### src/hw/rtl/sdr_pkg.sv
`timescale 1ns / 1ps
// ----------------------------------------------------------------------------
// sdr_pkg: shared types and constants for the sd spi block read sequencer
// Phase codes, field widths, protocol bytes and the state and result structs.
// ----------------------------------------------------------------------------
package sdr_pkg;

  // field and counter widths
  localparam int unsigned SectorW   = 23;
  localparam int unsigned ByteW     = 8;
  localparam int unsigned AddrW     = 32;
  localparam int unsigned ByteCntW  = 10;
  localparam int unsigned PollCntW  = 3;
  localparam int unsigned RetryW    = 16;
  localparam int unsigned AddrShift = 9;

  // parameter defaults
  localparam int unsigned BlockBytesDef    = 512;
  localparam int unsigned ResponsePollsDef = 8;

  // register reset values
  localparam logic [RetryW-1:0] TokenRetryRst = 16'hFFFF;
  localparam logic [ByteW-1:0]  FillerCntRst  = 8'd20;

  // register indexes
  localparam logic RegTokenRetry = 1'b0;
  localparam logic RegFillerCnt  = 1'b1;

  // protocol bytes
  localparam logic [ByteW-1:0] IdleByte   = 8'hFF;
  localparam logic [ByteW-1:0] StartToken = 8'hFE;
  localparam logic [ByteW-1:0] CmdRead    = 8'h51;

  // input operations
  localparam logic OpStart    = 1'b0;
  localparam logic OpExchange = 1'b1;

  // sequencer phases
  localparam logic [3:0] PhIdle  = 4'd0;
  localparam logic [3:0] PhFill  = 4'd1;
  localparam logic [3:0] PhCmd   = 4'd2;
  localparam logic [3:0] PhArg   = 4'd3;
  localparam logic [3:0] PhCrc   = 4'd4;
  localparam logic [3:0] PhGap   = 4'd5;
  localparam logic [3:0] PhR1    = 4'd6;
  localparam logic [3:0] PhToken = 4'd7;
  localparam logic [3:0] PhData  = 4'd8;
  localparam logic [3:0] PhSkip  = 4'd9;

  // output bus layout, lowest bit up
  localparam int unsigned OutTxSendBit = 0;
  localparam int unsigned OutSelectBit = 9;
  localparam int unsigned OutDoneBit   = 18;
  localparam int unsigned OutStatusBit = 19;

  typedef struct packed {
    logic [3:0]          phase;
    logic [ByteCntW-1:0] byte_cnt;
    logic [PollCntW-1:0] poll_cnt;
    logic [RetryW-1:0]   retries_left;
    logic [ByteW-1:0]    first_resp;
    logic [AddrW-1:0]    byte_addr;
  } sdr_state_t;

  typedef struct packed {
    logic             tx_send;
    logic [ByteW-1:0] tx_byte;
    logic             card_select;
    logic             data_valid;
    logic [ByteW-1:0] data_byte;
    logic             last_data;
    logic             done_res;
    logic             status;
  } sdr_result_t;

  typedef struct packed {
    logic [RetryW-1:0] token_retry_limit;
    logic [ByteW-1:0]  filler_byte_count;
  } sdr_cfg_t;

  localparam sdr_state_t StateRst = '{
    phase:        PhIdle,
    byte_cnt:     '0,
    poll_cnt:     '0,
    retries_left: '0,
    first_resp:   IdleByte,
    byte_addr:    '0
  };

endpackage

### src/hw/rtl/sdr_cfg.sv
`timescale 1ns / 1ps
// ----------------------------------------------------------------------------
// sdr_cfg: configuration register file
// Holds the token retry limit and the filler byte count behind an apb port.
// ----------------------------------------------------------------------------
module sdr_cfg
  import sdr_pkg::*;
(
  input  logic        clk_i,
  input  logic        rst_ni,
  input  logic        psel,
  input  logic        penable,
  input  logic        pwrite,
  input  logic [2:0]  paddr,
  input  logic [31:0] pwdata,
  output logic [31:0] prdata,
  output logic        pready,
  output sdr_cfg_t    cfg_o
);

  logic [RetryW-1:0] retry_q;
  logic [ByteW-1:0]  filler_q;
  logic              wr_en;
  logic              reg_idx;

  assign pready  = 1'b1;
  assign wr_en   = psel & penable & pwrite;
  assign reg_idx = paddr[2];

  // register writes on the access cycle
  always_ff @(posedge clk_i or negedge rst_ni) begin
    if (!rst_ni) begin
      retry_q  <= TokenRetryRst;
      filler_q <= FillerCntRst;
    end else if (wr_en) begin
      case (reg_idx)
        RegTokenRetry: retry_q  <= pwdata[RetryW-1:0];
        RegFillerCnt:  filler_q <= pwdata[ByteW-1:0];
        default: ;
      endcase
    end
  end

  // read mux
  always_comb begin
    case (reg_idx)
      RegTokenRetry: prdata = {{(32-RetryW){1'b0}}, retry_q};
      RegFillerCnt:  prdata = {{(32-ByteW){1'b0}}, filler_q};
      default:       prdata = '0;
    endcase
  end

  assign cfg_o.token_retry_limit = retry_q;
  assign cfg_o.filler_byte_count = filler_q;

endmodule

### src/hw/rtl/sdr_step.sv
`timescale 1ns / 1ps
// ----------------------------------------------------------------------------
// sdr_step: next-state and result logic of the read sequencer
// Takes one registered input item and the current state, gives the next state
// and the result item for that exchange.
// ----------------------------------------------------------------------------
module sdr_step
  import sdr_pkg::*;
#(
  parameter int unsigned BLOCK_BYTES    = BlockBytesDef,
  parameter int unsigned RESPONSE_POLLS = ResponsePollsDef
) (
  input  logic               op_i,
  input  logic [SectorW-1:0] sector_i,
  input  logic [ByteW-1:0]   rx_byte_i,
  input  sdr_cfg_t           cfg_i,
  input  sdr_state_t         state_i,
  output sdr_state_t         state_o,
  output sdr_result_t        result_o
);

  localparam logic [ByteCntW:0] BlockLim = (ByteCntW+1)'(BLOCK_BYTES);
  localparam logic [PollCntW:0] PollLim  = (PollCntW+1)'(RESPONSE_POLLS);

  logic [ByteCntW-1:0] cnt_dec;
  logic [ByteCntW-1:0] cnt_inc;
  logic [PollCntW:0]   poll_inc;
  logic                poll_end;
  logic                rx_idle;
  logic [RetryW-1:0]   retry_dec;
  logic [RetryW-1:0]   retry_init;
  logic [ByteW-1:0]    arg_byte;
  logic                data_last;

  assign cnt_dec    = state_i.byte_cnt - 1'b1;
  assign cnt_inc    = state_i.byte_cnt + 1'b1;
  assign poll_inc   = {1'b0, state_i.poll_cnt} + 1'b1;
  assign poll_end   = poll_inc >= PollLim;
  assign rx_idle    = rx_byte_i == IdleByte;
  assign retry_dec  = state_i.retries_left - 1'b1;
  assign retry_init = (cfg_i.token_retry_limit != '0) ? cfg_i.token_retry_limit
                                                      : RetryW'(1);
  assign data_last  = ({1'b0, state_i.byte_cnt} + 1'b1) >= BlockLim;

  // big-endian argument byte that follows the current one
  always_comb begin
    case (cnt_inc[1:0])
      2'd1:    arg_byte = state_i.byte_addr[23:16];
      2'd2:    arg_byte = state_i.byte_addr[15:8];
      2'd3:    arg_byte = state_i.byte_addr[7:0];
      default: arg_byte = state_i.byte_addr[31:24];
    endcase
  end

  // phase sequencing
  always_comb begin
    state_o  = state_i;
    result_o = '{tx_send: 1'b1, tx_byte: IdleByte, card_select: 1'b1,
                 default: 1'b0};
    if (op_i == OpStart) begin
      state_o.byte_addr    = {sector_i, {AddrShift{1'b0}}};
      state_o.poll_cnt     = '0;
      state_o.retries_left = '0;
      state_o.first_resp   = IdleByte;
      if (cfg_i.filler_byte_count != '0) begin
        state_o.phase    = PhFill;
        state_o.byte_cnt = ByteCntW'(cfg_i.filler_byte_count);
      end else begin
        state_o.phase    = PhCmd;
        state_o.byte_cnt = '0;
        result_o.tx_byte = CmdRead;
      end
    end else begin
      case (state_i.phase)
        PhFill: begin
          state_o.byte_cnt = cnt_dec;
          if (cnt_dec == '0) begin
            state_o.phase    = PhCmd;
            result_o.tx_byte = CmdRead;
          end
        end
        PhCmd: begin
          state_o.phase    = PhArg;
          state_o.byte_cnt = '0;
          result_o.tx_byte = state_i.byte_addr[31:24];
        end
        PhArg: begin
          if (cnt_inc < ByteCntW'(4)) begin
            state_o.byte_cnt = cnt_inc;
            result_o.tx_byte = arg_byte;
          end else begin
            state_o.phase    = PhCrc;
            state_o.byte_cnt = '0;
          end
        end
        PhCrc: state_o.phase = PhGap;
        PhGap: begin
          state_o.phase    = PhR1;
          state_o.poll_cnt = '0;
        end
        PhR1: begin
          if (!rx_idle || poll_end) begin
            state_o.first_resp   = rx_byte_i;
            state_o.phase        = PhToken;
            state_o.poll_cnt     = '0;
            state_o.retries_left = retry_init;
          end else begin
            state_o.poll_cnt = poll_inc[PollCntW-1:0];
          end
        end
        PhToken: begin
          // search ends on any non-idle byte or when the rounds run out
          if (!rx_idle) begin
            if (state_i.first_resp != '0 || rx_byte_i != StartToken) begin
              state_o.phase = PhIdle;
              result_o      = '{tx_byte: IdleByte, done_res: 1'b1, status: 1'b1,
                                default: 1'b0};
            end else begin
              state_o.phase    = PhData;
              state_o.byte_cnt = '0;
            end
          end else if (poll_end) begin
            state_o.poll_cnt     = '0;
            state_o.retries_left = retry_dec;
            if (retry_dec == '0) begin
              state_o.phase = PhIdle;
              result_o      = '{tx_byte: IdleByte, done_res: 1'b1, status: 1'b1,
                                default: 1'b0};
            end
          end else begin
            state_o.poll_cnt = poll_inc[PollCntW-1:0];
          end
        end
        PhData: begin
          result_o.data_valid = 1'b1;
          result_o.data_byte  = rx_byte_i;
          result_o.last_data  = data_last;
          if (data_last) begin
            state_o.phase    = PhSkip;
            state_o.byte_cnt = '0;
          end else begin
            state_o.byte_cnt = cnt_inc;
          end
        end
        PhSkip: begin
          if (state_i.byte_cnt == '0) begin
            state_o.byte_cnt = ByteCntW'(1);
          end else begin
            state_o.phase    = PhIdle;
            state_o.byte_cnt = '0;
            result_o         = '{tx_byte: IdleByte, done_res: 1'b1, default: 1'b0};
          end
        end
        default: begin
          // exchange reports while idle are ignored
          state_o.phase = PhIdle;
          result_o      = '{tx_byte: IdleByte, default: 1'b0};
        end
      endcase
    end
  end

endmodule

### src/hw/rtl/sd_spi_block_read.sv
`timescale 1ns / 1ps
// Path: an accepted input transfer is held in the input register, then passes
//   through the sequencer logic into the result register.
// Throughput: one item per cycle while the result stream is not stalled.
// Reset: asynchronous, active low; sequencer idle, counters cleared, token
//   retry limit 65535 and filler count 20, both output and input stages empty.
// ----------------------------------------------------------------------------
// sd_spi_block_read: host-side sd card single block read sequencer, spi mode
// Drives filler bytes, the read command frame, response and token polling,
// then streams the sector data bytes and reports done and status.
// ----------------------------------------------------------------------------
module sd_spi_block_read
  import sdr_pkg::*;
#(
  parameter int unsigned BLOCK_BYTES    = BlockBytesDef,
  parameter int unsigned RESPONSE_POLLS = ResponsePollsDef
) (
  input  logic        clk_i,
  input  logic        rst_ni,
  // input items
  input  logic        s_axis_tvalid,
  output logic        s_axis_tready,
  input  logic [31:0] s_axis_tdata,  // sector[22:0], rx_byte[30:23], zero pad
  input  logic        s_axis_tuser,  // operation
  // result items
  output logic        m_axis_tvalid,
  input  logic        m_axis_tready,
  output logic [23:0] m_axis_tdata,  // tx_send[0], tx_byte[8:1], card_select[9],
                                     // data_byte[17:10], done_res[18],
                                     // status[19], zero pad
  output logic        m_axis_tuser,  // data_valid
  output logic        m_axis_tlast,  // last_data
  // configuration
  input  logic        psel,
  input  logic        penable,
  input  logic        pwrite,
  input  logic [2:0]  paddr,
  input  logic [31:0] pwdata,
  output logic [31:0] prdata,
  output logic        pready
);

  sdr_cfg_t           cfg;
  logic               in_vld_q;
  logic               in_op_q;
  logic [SectorW-1:0] in_sector_q;
  logic [ByteW-1:0]   in_rx_q;
  logic               out_vld_q;
  sdr_result_t        out_res_q;
  sdr_state_t         state_q;
  sdr_state_t         state_d;
  sdr_result_t        res_d;
  logic               out_free;
  logic               step_fire;

  sdr_cfg u_cfg (
    .clk_i   (clk_i),
    .rst_ni  (rst_ni),
    .psel    (psel),
    .penable (penable),
    .pwrite  (pwrite),
    .paddr   (paddr),
    .pwdata  (pwdata),
    .prdata  (prdata),
    .pready  (pready),
    .cfg_o   (cfg)
  );

  // handshake between the two register stages
  assign out_free      = !out_vld_q || m_axis_tready;
  assign step_fire     = in_vld_q && out_free;
  assign s_axis_tready = !in_vld_q || out_free;

  // input register
  always_ff @(posedge clk_i or negedge rst_ni) begin
    if (!rst_ni) begin
      in_vld_q <= 1'b0;
    end else if (s_axis_tready) begin
      in_vld_q <= s_axis_tvalid;
    end
  end

  always_ff @(posedge clk_i) begin
    if (s_axis_tready && s_axis_tvalid) begin
      in_op_q     <= s_axis_tuser;
      in_sector_q <= s_axis_tdata[SectorW-1:0];
      in_rx_q     <= s_axis_tdata[SectorW+ByteW-1:SectorW];
    end
  end

  sdr_step #(
    .BLOCK_BYTES    (BLOCK_BYTES),
    .RESPONSE_POLLS (RESPONSE_POLLS)
  ) u_step (
    .op_i      (in_op_q),
    .sector_i  (in_sector_q),
    .rx_byte_i (in_rx_q),
    .cfg_i     (cfg),
    .state_i   (state_q),
    .state_o   (state_d),
    .result_o  (res_d)
  );

  // sequencer state
  always_ff @(posedge clk_i or negedge rst_ni) begin
    if (!rst_ni) begin
      state_q <= StateRst;
    end else if (step_fire) begin
      state_q <= state_d;
    end
  end

  // result register
  always_ff @(posedge clk_i or negedge rst_ni) begin
    if (!rst_ni) begin
      out_vld_q <= 1'b0;
    end else if (out_free) begin
      out_vld_q <= in_vld_q;
    end
  end

  always_ff @(posedge clk_i) begin
    if (step_fire) begin
      out_res_q <= res_d;
    end
  end

  assign m_axis_tvalid = out_vld_q;
  assign m_axis_tdata  = {4'b0, out_res_q.status, out_res_q.done_res,
                          out_res_q.data_byte, out_res_q.card_select,
                          out_res_q.tx_byte, out_res_q.tx_send};
  assign m_axis_tuser  = out_res_q.data_valid;
  assign m_axis_tlast  = out_res_q.last_data;

endmodule

### config.mk
export PLATFORM = sky130hd
export DESIGN_NAME = sd_spi_block_read
export DESIGN_NICKNAME = d
export VERILOG_FILES = /design/src/hw/rtl/sdr_pkg.sv /design/src/hw/rtl/sdr_cfg.sv /design/src/hw/rtl/sdr_step.sv /design/src/hw/rtl/sd_spi_block_read.sv
export SDC_FILE = /design/constraint.sdc
export NUM_CORES = 1
export LEC_CHECK = 0
export BUFFER_PORTS_ARGS = -buffer_cell sky130_fd_sc_hd__buf_2
export CAP_MARGIN = 20
export CORE_UTILIZATION = 55
export DETAILED_ROUTE_END_ITERATION = 7
export PLACE_DENSITY = 0.82
export SYNTH_ARGS = -nofsm -noshare
export SYNTH_HDL_FRONTEND = slang
export SYNTH_HIERARCHICAL = 1
export SYNTH_SLANG_ARGS = --single-unit
### constraint.sdc
create_clock -name clk_i -period 7.6 [get_ports clk_i]
set_clock_uncertainty 0.15 [all_clocks]
set_input_delay 0.38 -clock clk_i [delete_from_list [all_inputs] [get_ports clk_i]]
set_output_delay 0.38 -clock clk_i [all_outputs]
set_load 0.02 [all_outputs]
==> run metrics, run 1 <==
DRC Markers=0; Tmin final=slightly below 4 ns; layout net count=just under 1000; Slew Limit Fails=0; CP required=roughly 7.6 ns; IO Port Bufs=95; setup TNS=0 ns; crit path max fanout=11; pre-CTS setup slack=approximately 3.8 ns; asr flop ratio synth=0.647; Final Hold Viols=0; synthesized area=9000 µm²; first-pass GRT wire length=approximately 34000 µm; CTS tree=yes; CP Cell Sequence=inv_1, ha_1, or4b_2, xor2_1, a2bb2oi_1, a2111oi_1, a21oi_1, nor3_2, a21oi_1; vias per cell=6.09; Routed WL=about 21000 µm; critical path capture point type=flip-flop; WHS=0.0274 ns; Pint=1830 µW; Crit-path slowest cell=a2111oi_1; Die Area=approximately 17000 µm²; DP Area=9350 µm²; Vias=6801; die height=approximately 130 µm; post-CTS sizing=0; antenna violations before repair=0; number of antenna diodes=0; vias in the first global route=between 6000 and 7000; Maximum Capacitance Violations=0; number of clock buffers inserted by TritonCTS=17; R2R Setup Slk=3.66 ns; Cell Pwr Density=approximately 270 nW/µm²; Tot GR Track Use=0.263; share of cells above drive strength 1=0.331; outcome=finished, final reports clean; worst hold path type=input port to flip-flop; clk slew on worst S/H paths=~0.07 ns; CORE AREA=around 16000 µm²; Startpoint Class=flip-flop; CP peak stage delay=~0.73 ns; Final Instance Area=just over 10000 µm²; Comb pwr share=0.252; I/O Pins=between 100 and 150; Setup WS post-layout=around 3.7 ns; total gr overflow=0; CP Data Arrival Time=3.91 ns; Post-Syn Area per Cell=between 10 and 15 µm²; fillers=between 1000 and 1500; Worst-Skew Late Latency=about 0.43 ns; Switching Share=0.333; Distinct cells, synth=90; area taken by multi-input logic gates=4370 µm²; EDFF count, synth=54; final setup violation count=0; yosys synthesis warning count=6; Switch Pwr=between 900 and 1000 µW; period utilisation layout=0.518; maximum VDD drop=between 0.2 and 0.25 mV; worst setup path category=flip-flop to flip-flop; placer congestion estimate=around 0.95; #FFs+latches synth=around 150; CTS sink count=around 150; worst slew pin tran=roughly 1.1 ns; Synth Flop Type=dfrtp_1; FP Rows=46; Initial Utilization=0.565; first-pass iteration count of the detailed router=6; HPWL after detailed placement=between 10000 and 15000 µm; Layout area overhead=14.3%; Sequential Power Share=0.429; largest net degree at the start of global routing=67; FMAX=between 0.2 and 0.3 GHz; Post-DRT Antenna Nets=0; Die W=roughly 130 µm; Relative slew margins=0.262; CTS root buffer=clkbuf_16; Synth Instances=784; Initial DRC Count=roughly 900; H-tree depth=4; most used cell, CP=a21oi_1; leakage dissipation=approximately 0.0044 µW; clock buffer depth=2; RSZ-0062 raised after global routing=false; Clock power frac=0.320; register area share after synthesis=0.459; wire length per cell=roughly 19 µm; Seq. cell area=just over 4000 µm²
state kept, by name (all words and copies together), names as in the netlist:
| name | count |
|---|---|
| state_q | 73 |
| in_sector_q | 23 |
| m_axis_tdata | 20 |
| u_cfg/retry_q | 16 |
| in_rx_q | 8 |
| u_cfg/filler_q | 8 |
| in_op_q | 1 |
| in_vld_q | 1 |
| m_axis_tlast | 1 |
| m_axis_tuser | 1 |
| m_axis_tvalid | 1 |
area by class of cell:
| type | count | area share |
|---|---|---|
| Clock buffer | 17 | 0.0413 |
| Multi-Input combinational cell | 567 | 0.424 |
| Sequential cell | 153 | 0.401 |
| Tap cell | 216 | 0.0263 |
| Clock inverter | 15 | 0.0173 |
| Timing Repair Buffer | 136 | 0.0846 |
| Inverter | 13 | 0.00474 |
power groups by stage:
stage / registers, µW / clock network [µW] / logic, µW
final: 1170 / 875 / 689
after global placement: 1170 / 0 / 640
after CTS: 1170 / 890 / 679
after floorplan: 1070 / 0 / 613
after global routing: 1190 / 920 / 746
after detailed placement: 1180 / 0 / 658
path summary, 6_finish.rpt:
path,to,from,cells past startpoint
worst max-delay path,m_axis_tdata[4],state_q[60],9
worst min-delay path,u_cfg/retry_q[14],pwdata[14],2
worst max register to register,m_axis_tdata[4],state_q[60],9
worst min register to register,state_q[1],state_q[1],1
max in group asynchronous,u_cfg/filler_q[1],rst_ni,3
min in group asynchronous,state_q[24],rst_ni,2
cells in the mapped netlist, types with 13 or more instances:
cell	number	area share
buf_4	24	0.020
and3_1	17	0.012
o21ai_0	25	0.014
dfrtp_1	73	0.20
nand3_1	22	0.012
mux2_1	14	0.018
edfxtp_1	54	0.18
and2_1	13	0.0090
mux2_2	45	0.056
nor2_1	56	0.023
mux2_4	69	0.12
dfstp_2	26	0.076
a21oi_1	43	0.024
nand2_1	57	0.024
nor3_1	17	0.0095
cell usage in the layout (no fill, tap or decap), types with 9 or more instances in the layout:
| cell | count |
|---|---|
| buf_2 | 94 |
| dfrtp_1 | 73 |
| mux2_4 | 69 |
| nand2_1 | 57 |
| nor2_1 | 56 |
| edfxtp_1 | 54 |
| mux2_2 | 45 |
| a21oi_1 | 43 |
| dlygate4sd3_1 | 34 |
| dfstp_2 | 26 |
| o21ai_0 | 25 |
| nand3_1 | 22 |
| conb_1 | 21 |
| clkbuf_16 | 17 |
| nor3_1 | 17 |
| and3_1 | 17 |
| mux2_1 | 14 |
| and2_1 | 13 |
| inv_1 | 12 |
| nor4_1 | 12 |
| a222oi_1 | 9 |
| ha_1 | 9 |
per-stage QoR:
stage / util / cells / total power (µW)
detailed placement: 0.586 / 1051 / 1840
CTS: 0.646 / 1117 / 2740
global route: 0.646 / 1117 / 2860
finish: 0.646 / 1117 / 2740
floorplan: - / 802 / 1690
global placement: 0.586 / 1051 / 1810
routing by layer:
layer,share of wire,vias up,wire (µm),global-route usage
li1,-,3080,-,-
met1,0.43,3361,9050,0.362
met5,0,-,0,0
met2,0.47,313,9990,0.408
met3,0.068,47,1440,0.0513
met4,0.027,0,573,0.109
timing repair:
| action | in CTS | in global routing |
|---|---|---|
| endpoints found under the hold margin | 72 | 0 |
| buffers inserted | 0 | 0 |
| hold buffers | 34 | 0 |
| setup endpoints to repair | 0 | 0 |
kinds of logic (layout without fill, tap and decap cells):
kind of cell	Yosys count	in the layout	synth area share
AO/OA/AOI/OAI	142	142	0.109
XOR/XNOR	11	11	0.0107
adder cells (fa/ha/maj)	9	9	0.0125
buffers and inverters	82	181	0.0641
flip-flops	153	153	0.459
multiplexers	130	130	0.191
other	3	21	0.00125
AND/OR/NAND/NOR	254	254	0.152
critical path: cells and delay by family (launching register included):
| family | cells | cell delay, ns |
|---|---|---|
| xor+xnor | 1 | 0.17 |
| compound gates | 4 | 1.15 |
| fa+ha+maj | 1 | 0.35 |
| simple gates | 2 | 1.09 |
| flops | 1 | 0.52 |
| buf+inv | 1 | 0.20 |
(Power assumes the default switching activity.)
==> inputs of run 2 (changes only) <==
--- a/config.mk
+++ b/config.mk
@@ -5,11 +5,12 @@
 export SDC_FILE = /design/constraint.sdc
 export NUM_CORES = 1
 export LEC_CHECK = 0
+export ABC_AREA = 1
 export BUFFER_PORTS_ARGS = -buffer_cell sky130_fd_sc_hd__buf_2
 export CAP_MARGIN = 20
-export CORE_UTILIZATION = 55
+export CORE_UTILIZATION = 53
 export DETAILED_ROUTE_END_ITERATION = 7
-export PLACE_DENSITY = 0.82
+export PLACE_DENSITY = 0.83
 export SYNTH_ARGS = -nofsm -noshare
 export SYNTH_HDL_FRONTEND = slang
 export SYNTH_HIERARCHICAL = 1
==> constraint.sdc (replaced) <==
create_clock -name clk_i -period 3.6 [get_ports clk_i]
set_clock_uncertainty 0.15 [all_clocks]
set_input_delay 0.18 -clock clk_i [delete_from_list [all_inputs] [get_ports clk_i]]
set_output_delay 0.18 -clock clk_i [all_outputs]
set_load 0.02 [all_outputs]
==> run 2 against run 1 <==
Compared with the run above: fmax is 43% higher; clock-buffer cell count grew 1; hold slack gained 0.012 ns; critical endpoint is now state_q[69]; largest power group unchanged.
==> run metrics, run 2 <==
area leader, netlist=dfrtp_1; FMAX=0.364 GHz (+43%); Distinct cells, synth=48 (-47%); CP Data Arrival Time=2.92 ns (-0.99 ns); Crit-path slowest cell=dfrtp_1; CP required=3.77 ns (-3.80 ns); commonest non-fill, non-tap cell in the layout=nand2_1; H-tree depth=4 (unchanged); Maximum Capacitance Violations=0 (unchanged); register area share after synthesis=0.446 (-0.0127); Die W=134 µm (+3.3%); Vias=8885 (+31%); wire length per cell=15.4 µm (-18%); Tot GR Track Use=0.284 (+0.0213); critical path capture point type=flip-flop; Buf/Inv on CP=1 (unchanged); cell family with the largest share of critical-path delay=simple AND/OR/NAND/NOR gates; Synth Instances=1248 (+59%); Tmin final=2.75 ns (-1.19 ns); Slew Limit Fails=0 (unchanged); worst slew pin tran=0.976 ns (-0.131 ns); clk slew on worst S/H paths=0.07 ns (about the same); worst setup path category=flip-flop to flip-flop; Worst-Skew Late Latency=0.44 ns (about the same); DRC Markers=0 (unchanged); leakage dissipation=0.00544 µW (+23%); Die Area=18000 µm² (+6.6%); share of cells above drive strength 1=0.162 (-0.169); FF-to-FF Start=state_q[59]; Setup WS post-layout=0.849 ns (-2.81 ns); max reg flops=73 (unchanged); die height=134 µm (+3.3%); layout net count=1450 (+49%); HPWL after detailed placement=15500 µm (+16%); RSZ-0062 raised after global routing=false; most used cell, CP=nand2_1; Post-Syn Area per Cell=7.42 µm² (-35%); HP Start=pwrite; FP Rows=47 (+2.2%); CP peak stage delay=0.51 ns (-0.22 ns); Synth top area share=0.197 (-0.00559); outcome=finished, final reports clean; setup TNS=0 ns (unchanged); maximum VDD drop=0.404 mV (+89%); CTS sink count=153 (unchanged); Cell Pwr Density=577 nW/µm² (+120%); worst hold path type=input port to flip-flop; largest net degree at the start of global routing=75 (+12%); total gr overflow=0 (unchanged); EDFF count, synth=54 (unchanged); vias per cell=5.55 (-8.8%); Routed WL=24600 µm (+17%); Initial Utilization=0.550 (-0.0142); Synth area leaders=dfrtp_1 20%, nand2_1 19%, edfxtp_1 18%; Largest Register=state_q; yosys synthesis warning count=6 (unchanged); Relative slew margins=0.349 (+0.0873); synthesized area=9260 µm² (+2.8%); Design Power=6220 µW (+130%); antenna violations before repair=0 (unchanged); CP Cell Sequence=inv_1, ha_1, nand2_2, nor2_2, nand2_1, nand2_1, nand2_1, nor2_1, nand2_1, o21bai_4, nand2_2, nor2_1, nand3_1, nand2_1, nand2_1, nand3_1, nand2_1; number of clock buffers inserted by TritonCTS=17 (unchanged); crit path max fanout=10 (-1); Crit. Startpoint=state_q[59]; top cells by count, synth=479 x nand2_1, 152 x nand3_1, 96 x inv_1; Layout area overhead=16.5%; placer congestion estimate=0.906 (-4.6%); Synth Flop Type=dfrtp_1; CTS root buffer=clkbuf_16; pre-CTS setup slack=0.914 ns (-2.91 ns); WHS=0.0391 ns (+0.0117 ns); Layout Utilization=0.641 (-0.00438); clock buffer depth=2 (unchanged); post-CTS sizing=0 (unchanged); asr flop ratio synth=0.647 (unchanged); CTS tree=yes; Initial DRC Count=779 (-14%); CORE AREA=16800 µm² (+5.5%); #FFs+latches synth=153 (unchanged); commonest cells after routing, fill and taps aside=478 x nand2_1, 152 x nand3_1, 95 x inv_1; final setup violation count=0 (unchanged); first-pass iteration count of the detailed router=5 (-1); Final Hold Viols=0 (unchanged); top-count cell post-synth=nand2_1; first-pass GRT wire length=40400 µm (+19%); Startpoint Class=flip-flop; Post-DRT Antenna Nets=0 (unchanged); I/O Pins=136 (unchanged); period utilisation layout=0.764 (+0.246); IO Port Bufs=95 (unchanged); vias in the first global route=8329 (+27%)
-- run 2: final cells by class --
class                      count  area, µm²
clock inverter                14        144
tap                          220        275
inverter                     108        410
fill                        1393       6040
clock buffer                  18        429
sequential                   153       4130
timing repair buffer         157       1090
antenna                        1       2.50
multi-input combinational    929       4300
-- run 2: what timing repair did --
| action | 4_1_cts | 5_1_grt |
|---|---|---|
| endpoints found under the hold margin | 102 | 0 |
| hold buffers | 52 | 0 |
| setup buffers | 0 | 0 |
-- run 2: layer usage --
| metal | global-route usage | up-vias | part of all wire |
|---|---|---|---|
| met3 | 0.0529 | 74 | 0.079 |
| li1 | - | 4225 | - |
| met4 | 0.120 | 0 | 0.028 |
| met2 | 0.458 | 433 | 0.48 |
| met5 | 0 | - | 0 |
| met1 | 0.376 | 4153 | 0.41 |
-- run 2: worst paths after layout --
check	to	slack, ns	cells past startpoint
setup / recovery	state_q[69]	0.85	17
hold / removal	u_cfg/filler_q[4]	0.04	5
setup reg to reg	state_q[69]	0.85	17
hold reg to reg	state_q[37]	0.33	2
max in group asynchronous	state_q[68]	2.22	3
min in group asynchronous	state_q[55]	0.31	2
-- run 2: kinds of logic (layout without fill, tap and decap cells) --
logic type	count (synthesis)	in the layout	synth area share
AOI/OAI and AO/OA	92	92	0.0599
xor gates and xnor gates	6	6	0.00568
adders and majority gates	9	9	0.0122
buffers and inverters	184	297	0.0973
DFF	153	153	0.446
other	3	22	0.00122
and+or+nand+nor	801	801	0.377
-- run 2: where the power goes --
part | switching [µW] | internal (µW) | leakage, µW
Combinational | 1340 | 642 | 0.00341
Clock | 765 | 969 | 0.000281
Sequential | 327 | 2180 | 0.00175
-- run 2: through the flow --
| stage | instance area (µm²) | cells |
|---|---|---|
| final | 10800 | 1600 |
| after global routing | 10800 | 1599 |
| after CTS | 10800 | 1598 |
| after detailed placement | 9660 | 1514 |
| after global placement | 9660 | 1514 |
| after floorplan | 9330 | 1266 |
-- run 2: worst reg2reg max path, cell delays in order, from the launching register on --
cell and delay [ns]:
dfrtp_1 0.51, inv_1 0.26, ha_1 0.30, nand2_2 0.09
nor2_2 0.21, nand2_1 0.08, nand2_1 0.06, nand2_1 0.06
nor2_1 0.12, nand2_1 0.13, o21bai_4 0.21, nand2_2 0.06
nor2_1 0.08, nand3_1 0.07, nand2_1 0.06, nand2_1 0.05
nand3_1 0.07, nand2_1 0.06
==> inputs of run 3 (changes only) <==
--- a/config.mk
+++ b/config.mk
@@ -5,12 +5,12 @@
 export SDC_FILE = /design/constraint.sdc
 export NUM_CORES = 1
 export LEC_CHECK = 0
-export ABC_AREA = 1
+export ABC_AREA = 0
 export BUFFER_PORTS_ARGS = -buffer_cell sky130_fd_sc_hd__buf_2
 export CAP_MARGIN = 20
-export CORE_UTILIZATION = 53
+export CORE_UTILIZATION = 52
 export DETAILED_ROUTE_END_ITERATION = 7
-export PLACE_DENSITY = 0.83
+export PLACE_DENSITY = 0.82
 export SYNTH_ARGS = -nofsm -noshare
 export SYNTH_HDL_FRONTEND = slang
 export SYNTH_HIERARCHICAL = 1
==> constraint.sdc (replaced) <==
create_clock -name clk_i -period 2.4 [get_ports clk_i]
set_clock_uncertainty 0.15 [all_clocks]
set_input_delay 0.12 -clock clk_i [delete_from_list [all_inputs] [get_ports clk_i]]
set_output_delay 0.12 -clock clk_i [all_outputs]
set_load 0.02 [all_outputs]
==> run 3 against run 2 <==
Compared with the run above: clock-buffer cell count rose by 2; highest routed layer unchanged; first-iteration DRC count rose by 40%; critical path depth is 7 lower; combinational power grew 88%; cell count shrank 20%; the flow now finishes with violations (negative setup slack); largest cell class unchanged; sequential cell count stayed put; sequential power is 42% higher; routed wire length up 13%; critical path type unchanged; largest power group is now combinational cells; die area fell by 0.88%; hold slack improved by 0.076 ns; sequential share of layout area is 4.6 points lower.
==> run metrics, run 3 (same netlist as run 1, synthesis figures left out) <==
outcome=finished, violations left; failing checks=negative setup slack; crit path max fanout=6 (-4); period utilisation layout=1.13 (+0.369); leakage dissipation=0.00538 µW (-1.2%); number of clock buffers inserted by TritonCTS=17 (unchanged); Routed WL=27700 µm (+13%); worst setup path category=flip-flop to flip-flop; Initial Utilization=0.537 (-0.0133); first-pass iteration count of the detailed router=6 (+1); maximum VDD drop=0.634 mV (+57%); Crit-path slowest cell=a2111oi_4; Setup WS post-layout=-0.320 ns (-1.17 ns); antenna violations before repair=0 (unchanged); most used cell, CP=buf_4; fin cells=1288 (-20%); Clock power frac=0.284 (+0.005); max reg flops=73 (unchanged); Design Power=10100 µW (+63%); CP Data Arrival Time=2.75 ns (-0.17 ns); commonest cells after routing, fill and taps aside=135 x buf_4, 94 x buf_2, 70 x mux2_4, 70 x dfrtp_1, 54 x edfxtp_1; Maximum Capacitance Violations=0 (unchanged); Initial DRC Count=1091 (+40%); first-pass GRT wire length=41600 µm (+2.9%); Tot GR Track Use=0.300 (+0.0157); CORE AREA=16800 µm² (-0.35%); Switching Share=0.338 (-0.0525); WHS=0.115 ns (+0.0762 ns); RSZ-0062 raised after global routing=true; CP peak stage delay=0.49 ns (-0.02 ns); number of antenna diodes=0 (-1); Vias=8040 (-9.5%); Die Area=17800 µm² (-0.88%); pre-CTS setup slack=-0.454 ns (-1.37 ns); Tmin final=2.72 ns (-0.0307 ns); Startpoint Class=flip-flop; FP Rows=47 (unchanged); Relative slew margins=0.586 (+0.237); Cells after DPL=1180 (-22%); share of cells above drive strength 1=0.487 (+0.325); CTS root buffer=clkbuf_16; vias in the first global route=7818 (-6.1%); vias per cell=6.24 (+12%); Die W=134 µm (-0.44%); die height=134 µm (-0.44%); FMAX=0.368 GHz (+1.1%); Final Hold Viols=0 (unchanged); Cell Pwr Density=829 nW/µm² (+44%); Worst-Skew Late Latency=0.43 ns (about the same); layout net count=1139 (-21%); Final Instance Area=12200 µm² (+14%); HPWL after detailed placement=16300 µm (+5.5%); Post-DRT Antenna Nets=0 (unchanged); wire length per cell=21.5 µm (+40%); commonest non-fill, non-tap cell in the layout=buf_4; CP required=2.43 ns (-1.34 ns); CP Cell Sequence=buf_6, buf_4, nor2_1, nand3_1, a2111oi_4, buf_4, a21oi_2, nor3_2, buf_4, a21oi_2; Largest Register=state_q; placer congestion estimate=0.928 (+2.4%); CTS tree=yes; DRC Markers=0 (unchanged); clock buffer depth=2 (unchanged); Sequential Power Share=0.350 (-0.053); largest net degree at the start of global routing=45 (-40%); worst hold path type=input port to asynchronous set/reset pin; critical path capture point type=flip-flop; final setup violation count=30 (+30); clk slew on worst S/H paths=0.07 ns (about the same); IO Port Bufs=95 (unchanged); DP Area=10400 µm² (+8.2%); worst slew pin tran=0.621 ns (-0.355 ns); Switch Pwr=3430 µW (+41%); H-tree depth=4 (unchanged); Layout area overhead=36.0%; Comb pwr share=0.366 (+0.047); Slew Limit Fails=0 (unchanged); I/O Pins=136 (unchanged); Pint=6710 µW (+77%); total gr overflow=0 (unchanged); CTS sink count=153 (unchanged)
-- run 3: layer usage --
layer | part of all wire | GRT usage
met5 | 0 | 0
met4 | 0.045 | 0.147
met3 | 0.079 | 0.0613
met2 | 0.48 | 0.478
met1 | 0.40 | 0.389
-- run 3: area by class of cell --
cell class	instances	area [µm²]
clock buffers	20	468
clock inverters	12	161
fillers	970	4520
inverters	13	56.3
multi-input cells	567	4860
flip-flops and latches	153	4140
well taps	220	275
repair buffers	303	2290
-- run 3: power groups by stage --
stage	clock (µW)	combinational, µW	sequential [µW]
after CTS	2880	3350	3510
final	2880	3720	3550
after global placement	0	2920	3520
after global routing	2990	3870	3580
after detailed placement	0	2980	3530
after floorplan	0	2050	3400
-- run 3: critical path, delay by kind of cell, from the launching register on --
kind            cells  cell delay, ns
simple gates        3            0.59
flops               1            0.45
buf+inv             4            0.69
compound gates      3            0.61
-- run 3: timing repair --
action                     4_1_cts  5_1_grt
setup endpoints to repair       28       40
hold buffers                    52        0
setup buffers                   10       14
hold endpoints to repair       100        0
gates resized for setup         57       49
pin swaps                       25       15
-- run 3: final timing paths --
path,startpoint,end,slack [ns],cells after the start
worst min-delay path,rst_ni,state_q[15],0.12,2
worst min register to register,state_q[6],state_q[6],0.40,1
max in group asynchronous,rst_ni,u_cfg/filler_q[4],1.27,3
min in group clk_i,pwrite,u_cfg/filler_q[1],0.12,3
worst max register to register,state_q[59],m_axis_tdata[6],-0.32,10
worst max-delay path,state_q[59],m_axis_tdata[6],-0.32,10
-- run 3: metrics by stage --
stage                     setup TNS (ns)  utilization
after global routing               -7.08        0.731
after CTS                          -3.11        0.712
final                              -5.61        0.731
after floorplan                    -2.95            -
after detailed placement           -5.95        0.623
after global placement             -4.55        0.623
